$ cat config.mk
export PLATFORM = sky130hd
export DESIGN_NAME = fcg_div
export DESIGN_NICKNAME = d
export VERILOG_FILES = /design/src/rtl/fcg_pkg.sv /design/src/rtl/fcg_div.sv
export SDC_FILE = /design/constraint.sdc
export NUM_CORES = 2
export LEC_CHECK = 0
export BUFFER_PORTS_ARGS = -buffer_cell sky130_fd_sc_hd__buf_2
export CORE_MARGIN = 4
export CORE_UTILIZATION = 30
export CTS_CLUSTER_SIZE = 8
export DETAILED_ROUTE_END_ITERATION = 10
export SLEW_MARGIN = 20
export SYNTH_ARGS = -nofsm -noshare
export SYNTH_HDL_FRONTEND = slang
export SYNTH_SLANG_ARGS = --single-unit
$ cat constraint.sdc
create_clock -name clk -period 7.77 [get_ports clk]
set_input_delay 1.554 -clock clk [delete_from_list [all_inputs] [get_ports clk]]
set_output_delay 1.554 -clock clk [all_outputs]
set_load 0.05 [all_outputs]
$ cat src/rtl/fcg_pkg.sv
// ----------------------------------------------------------------------------
// fcg_pkg
// Shared types, register codes and constants of the four-corner gradient unit.
// ----------------------------------------------------------------------------
package fcg_pkg;

	localparam int DEF_MAX_DIM  = 4096;
	localparam int COLOR_W      = 24;
	localparam int CHAN_W       = 8;
	localparam int NUM_CHAN     = 3;
	localparam int COORD_W      = 12;
	localparam int DIM_REG_W    = 13;
	localparam int DIM_REG_MAX  = (1 << DIM_REG_W) - 1;
	localparam int APB_DATA_W   = 32;
	localparam int APB_ADDR_W   = 5;
	localparam int ITEM_IN_W    = 2 * COORD_W;
	localparam int ITEM_OUT_W   = NUM_CHAN * CHAN_W;

	localparam logic [DIM_REG_W-1:0] DEF_IMAGE_DIM = 13'd512;

	typedef enum logic [2:0] {
		REG_TOP_LEFT     = 3'd0,
		REG_TOP_RIGHT    = 3'd1,
		REG_BOTTOM_RIGHT = 3'd2,
		REG_BOTTOM_LEFT  = 3'd3,
		REG_WIDTH        = 3'd4,
		REG_HEIGHT       = 3'd5
	} reg_idx_t;

	// channel 0 is red, 1 green, 2 blue
	function automatic logic [CHAN_W-1:0] color_chan(input logic [COLOR_W-1:0] c,
		input int k);
		logic [CHAN_W-1:0] r;
		case (k)
			0: r = c[23:16];
			1: r = c[15:8];
			default: r = c[7:0];
		endcase
		return r;
	endfunction

endpackage

$ cat src/rtl/fcg_div.sv
// ----------------------------------------------------------------------------
// fcg_div
// Pipelined restoring divider, one quotient bit per stage, several lanes
// sharing one divisor; stages hold and collapse bubbles independently.
// ----------------------------------------------------------------------------
module fcg_div #(
	parameter int NUM_W = 32,
	parameter int DEN_W = 24,
	parameter int Q_W   = fcg_pkg::CHAN_W,
	parameter int LANES = fcg_pkg::NUM_CHAN
) (
	input  logic                            clk,
	input  logic                            arst_n,
	input  logic                            in_valid,
	output logic                            in_ready,
	input  logic [LANES-1:0][NUM_W-1:0]     num,
	input  logic [DEN_W-1:0]                den,
	output logic                            out_valid,
	input  logic                            out_ready,
	output logic [LANES-1:0][Q_W-1:0]       quot
);
	import fcg_pkg::*;

	logic [Q_W-1:0]                         v_s;
	logic [Q_W-1:0]                         en;
	logic [Q_W-1:0]                         v_in;
	logic [Q_W-1:0][DEN_W-1:0]              den_s;
	logic [Q_W-1:0][LANES-1:0][NUM_W-1:0]   rem_s;
	logic [Q_W-1:0][LANES-1:0][Q_W-1:0]     q_s;
	logic [Q_W-1:0][DEN_W-1:0]              den_in;
	logic [Q_W-1:0][LANES-1:0][NUM_W-1:0]   rem_nxt;
	logic [Q_W-1:0][LANES-1:0][Q_W-1:0]     q_nxt;

	// stall chain, last stage first
	always_comb begin
		en[Q_W-1] = !v_s[Q_W-1] || out_ready;
		for (int j = Q_W - 2; j >= 0; j--) begin
			en[j] = !v_s[j] || en[j+1];
		end
	end

	assign in_ready  = en[0];
	assign out_valid = v_s[Q_W-1];

	always_comb begin
		logic [NUM_W-1:0] rem_i;
		logic [Q_W-1:0]   q_i;
		logic [NUM_W-1:0] trial;
		for (int j = 0; j < Q_W; j++) begin
			v_in[j]   = (j == 0) ? in_valid : v_s[(j == 0) ? 0 : j - 1];
			den_in[j] = (j == 0) ? den : den_s[(j == 0) ? 0 : j - 1];
			for (int l = 0; l < LANES; l++) begin
				rem_i = (j == 0) ? num[l] : rem_s[(j == 0) ? 0 : j - 1][l];
				q_i   = (j == 0) ? '0 : q_s[(j == 0) ? 0 : j - 1][l];
				trial = NUM_W'(den_in[j]) << (Q_W - 1 - j);
				if (rem_i >= trial) begin
					rem_nxt[j][l] = rem_i - trial;
					q_nxt[j][l]   = q_i | (Q_W'(1) << (Q_W - 1 - j));
				end else begin
					rem_nxt[j][l] = rem_i;
					q_nxt[j][l]   = q_i;
				end
			end
		end
	end

	always_ff @(posedge clk or negedge arst_n) begin
		if (!arst_n) begin
			v_s <= '0;
		end else begin
			for (int j = 0; j < Q_W; j++) begin
				if (en[j]) begin
					v_s[j] <= v_in[j];
				end
			end
		end
	end

	always_ff @(posedge clk) begin
		for (int j = 0; j < Q_W; j++) begin
			if (en[j] && v_in[j]) begin
				den_s[j] <= den_in[j];
				rem_s[j] <= rem_nxt[j];
				q_s[j]   <= q_nxt[j];
			end
		end
	end

	assign quot = q_s[Q_W-1];

endmodule

==> flow_summary.toml <==
[clocking]
cts_resized = 0
numClockSinks = 956
cts_setup_buffers = 0
holdBufCountCts = 0
clk_latency_ps = 790
clkTransAtPathRegs_ps = 50
root_buffer = "clkbuf_16"
cts_max_path_buffers = 3
cts_tree = "built"
cts_max_level = 4
cts_buffers = 138

[logic_synthesis]
synthCells = 6192
synth_top_cell_area_share_pct = 45.0
synth.area.top_cells = "edfxtp_1 45%, ha_1 11%, a21oi_1 5.0%, xnor2_1 4.0%, a21o_1 3.2%"
yosysWarningCount = 0
async_flop_share_pct = 0.837
synth_top_area_cell = "edfxtp_1"
syn-num-nets = 6913
synth.cell_area_um2 = 63200
synth-seq-cells = 956
synth.avg_cell_area_um2 = 10.2
ys_seq_area_share_pct = 45.4
synth_ff_type = "edfxtp_1"
ys_types = 94
synth_edf_count = 948

[power]
powerDensity_nw_per_um2 = 410
p_leak_nw = 28.1
ir_drop_mv = 0.271

[worst_setup_path]
worstPathRequired_ps = 6220
r2r_start = "den_in[122]"
crit_type = "primary input to output port"
crit_path_frequent_cell = "nand3_1"
reg2reg_to = "rem_s[502]"
ff2ff_path_depth = 13
arrival_ps = 3210
critical_path.cell_chain = "buf_2 -> nor2b_1 -> nand3_1 -> nor2_1 -> nand3_1 -> inv_1 -> nand3_1 -> buf_2"
r2r_slack_ps = 3440
slowest_stage = "nor2b_1"
crit_path_end_kind = "output port"
cp-start-kind = "primary input"
path_max_fanout = 5
crit_path_max_incr_delay_ps = 430

[detailed_routing]
ant_nets = 0
num_vias = 47600
drc = 0
drtIter0Drc = 3755
firstDrtPassIters = 5
wl_per_cell_um = 19.3
drt-total-wl_mm = 178
viasPerCell = 5.18

[grt]
grt.total_usage_pct = 15.8
grt_max_degree = 136
grt_pass1_wl_mm = 268
grt_pass1_vias = 46500
antenna_found_initial = 4
overflow = 0

[timing]
hold_viol = 0
finClkSkew_ps = 36.8
tightest_slew_ps = 1130
rsz0062_at_grt = "no"
fin_hold_ws_ps = 401
slew_viol_final = 0
relSlewSlack_pct = 24.7
fin_crit_sh_pct = 61.4
setup_violations = 0
max_freq_ghz = 0.210
min_period_ps = 4770
fin_tns_setup_ps = 0

[die]
rows = 168
die_y_um = 467
ios = 150
die_w_um = 467
core_area_um2 = 210000
die-area_um2 = 218000
initial_core_util_pct = 30.2

[layout]
mostFrequentLayoutCell = "edfxtp_1"
nNetsFinal = 7086
mostFrequentLayoutCells = "948 x edfxtp_1, 634 x a21oi_1, 576 x ha_1"
layout-drive-gt1-share_pct = 7.76
synthToLayoutAreaGrowth_pct = 12.3
antenna_cells = 0
utilization_pct = 33.9

[job]
drv_cap = 0

[worst_hold_path]
min_to = "q_s[119]"
hold_path.class = "flip-flop to flip-flop"
min_from = "q_s[95]"
hold_depth = 0

[placement]
place_hpwl_mm = 143
place.gp.congestion = 0.947
io_buffer_count = 149

[outcome]
status = "finished clean"
## synth_stat cells, drive strengths merged, types with 12 or more instances
cell type,instances
a211o,12
a211oi,44
a21boi,31
a21o,268
a21oi,637
a31oi,66
a41oi,12
and2,33
and3,44
and4,17
buf,53
clkbuf,91
edfxtp,948
fa,21
ha,576
inv,376
mux2,98
nand2,470
nand2b,85
nand3,118
nand4,87
nand4b,12
nor2,500
nor2b,80
nor3,120
nor4,30
nor4b,13
o2111ai,16
o211ai,40
o21a,67
o21ai,405
o21bai,62
o31a,13
o31ai,31
o41ai,16
or2,27
or3,35
xnor2,290
xor2,206
## layout make-up
cell class / instances / area [um^2]
Fill cell: 20900 / 139000
Multi-Input combinational cell: 4716 / 32700
Sequential cell: 956 / 28700
Clock buffer: 149 / 3540
Tap cell: 2805 / 3510
Inverter: 376 / 1410
Timing Repair Buffer: 177 / 993
Clock inverter: 18 / 208
## flip-flops by register name, indices dropped and copies added, names as in the netlist
name    count
den_in    168
v_s         8
q_s        84
rem_s     672
quot       24
## power breakdown
group	total (W)	internal [W]	switching, W
logic	0.0140	0.00566	0.00829
registers	0.00979	0.00850	0.00130
clock network	0.00535	0.00320	0.00215
## per-layer routing
| layer | vias up | part of all wire (%) | GRT usage, % |
|---|---|---|---|
| li1 | 23300 | - | - |
| met1 | 22500 | 48 | 22.1 |
| met2 | 1527 | 44 | 25.0 |
| met3 | 302 | 5.1 | 2.00 |
| met4 | 0 | 3.4 | 5.73 |
| met5 | - | 0 | 0 |
## worst max-delay path, delay by kind of cell
family	cells	cell delay, ps
buffers and inverters	3	450
AND/OR/NAND/NOR	5	1200
## kinds of logic after synthesis
family | share of synthesized area [%]
adders and majority gates | 12.1
xor gates and xnor gates | 6.87
muxes | 1.86
buffers and inverters | 3.20
AOI/OAI and AO/OA | 17.8
and+or+nand+nor | 12.9
DFF | 45.4
## stage by stage
stage	cell area (um^2)	setup slack (ps)	power, W	std cells
final	71000	3000	0.0291	9197
after global routing	71000	2750	0.0311	9197
after CTS	71000	2960	0.0291	9197
after detailed placement	67200	2620	0.0236	9030
after global placement	67200	2620	0.0233	9030
after floorplan	63200	1440	0.0196	6192
## how the worst max path moves through the flow
stage,from,endpoint,slack [ps],cells past startpoint
after floorplan,out_ready,den_in[144],1440,2
after global placement,den[1],rem_s[11],2620,11
after detailed placement,den[1],rem_s[17],2620,11
after CTS,out_ready,in_ready,2960,8
after global routing,out_ready,in_ready,2750,8
final,out_ready,in_ready,3000,8
Note: power is estimated with default switching activity, not from simulation.
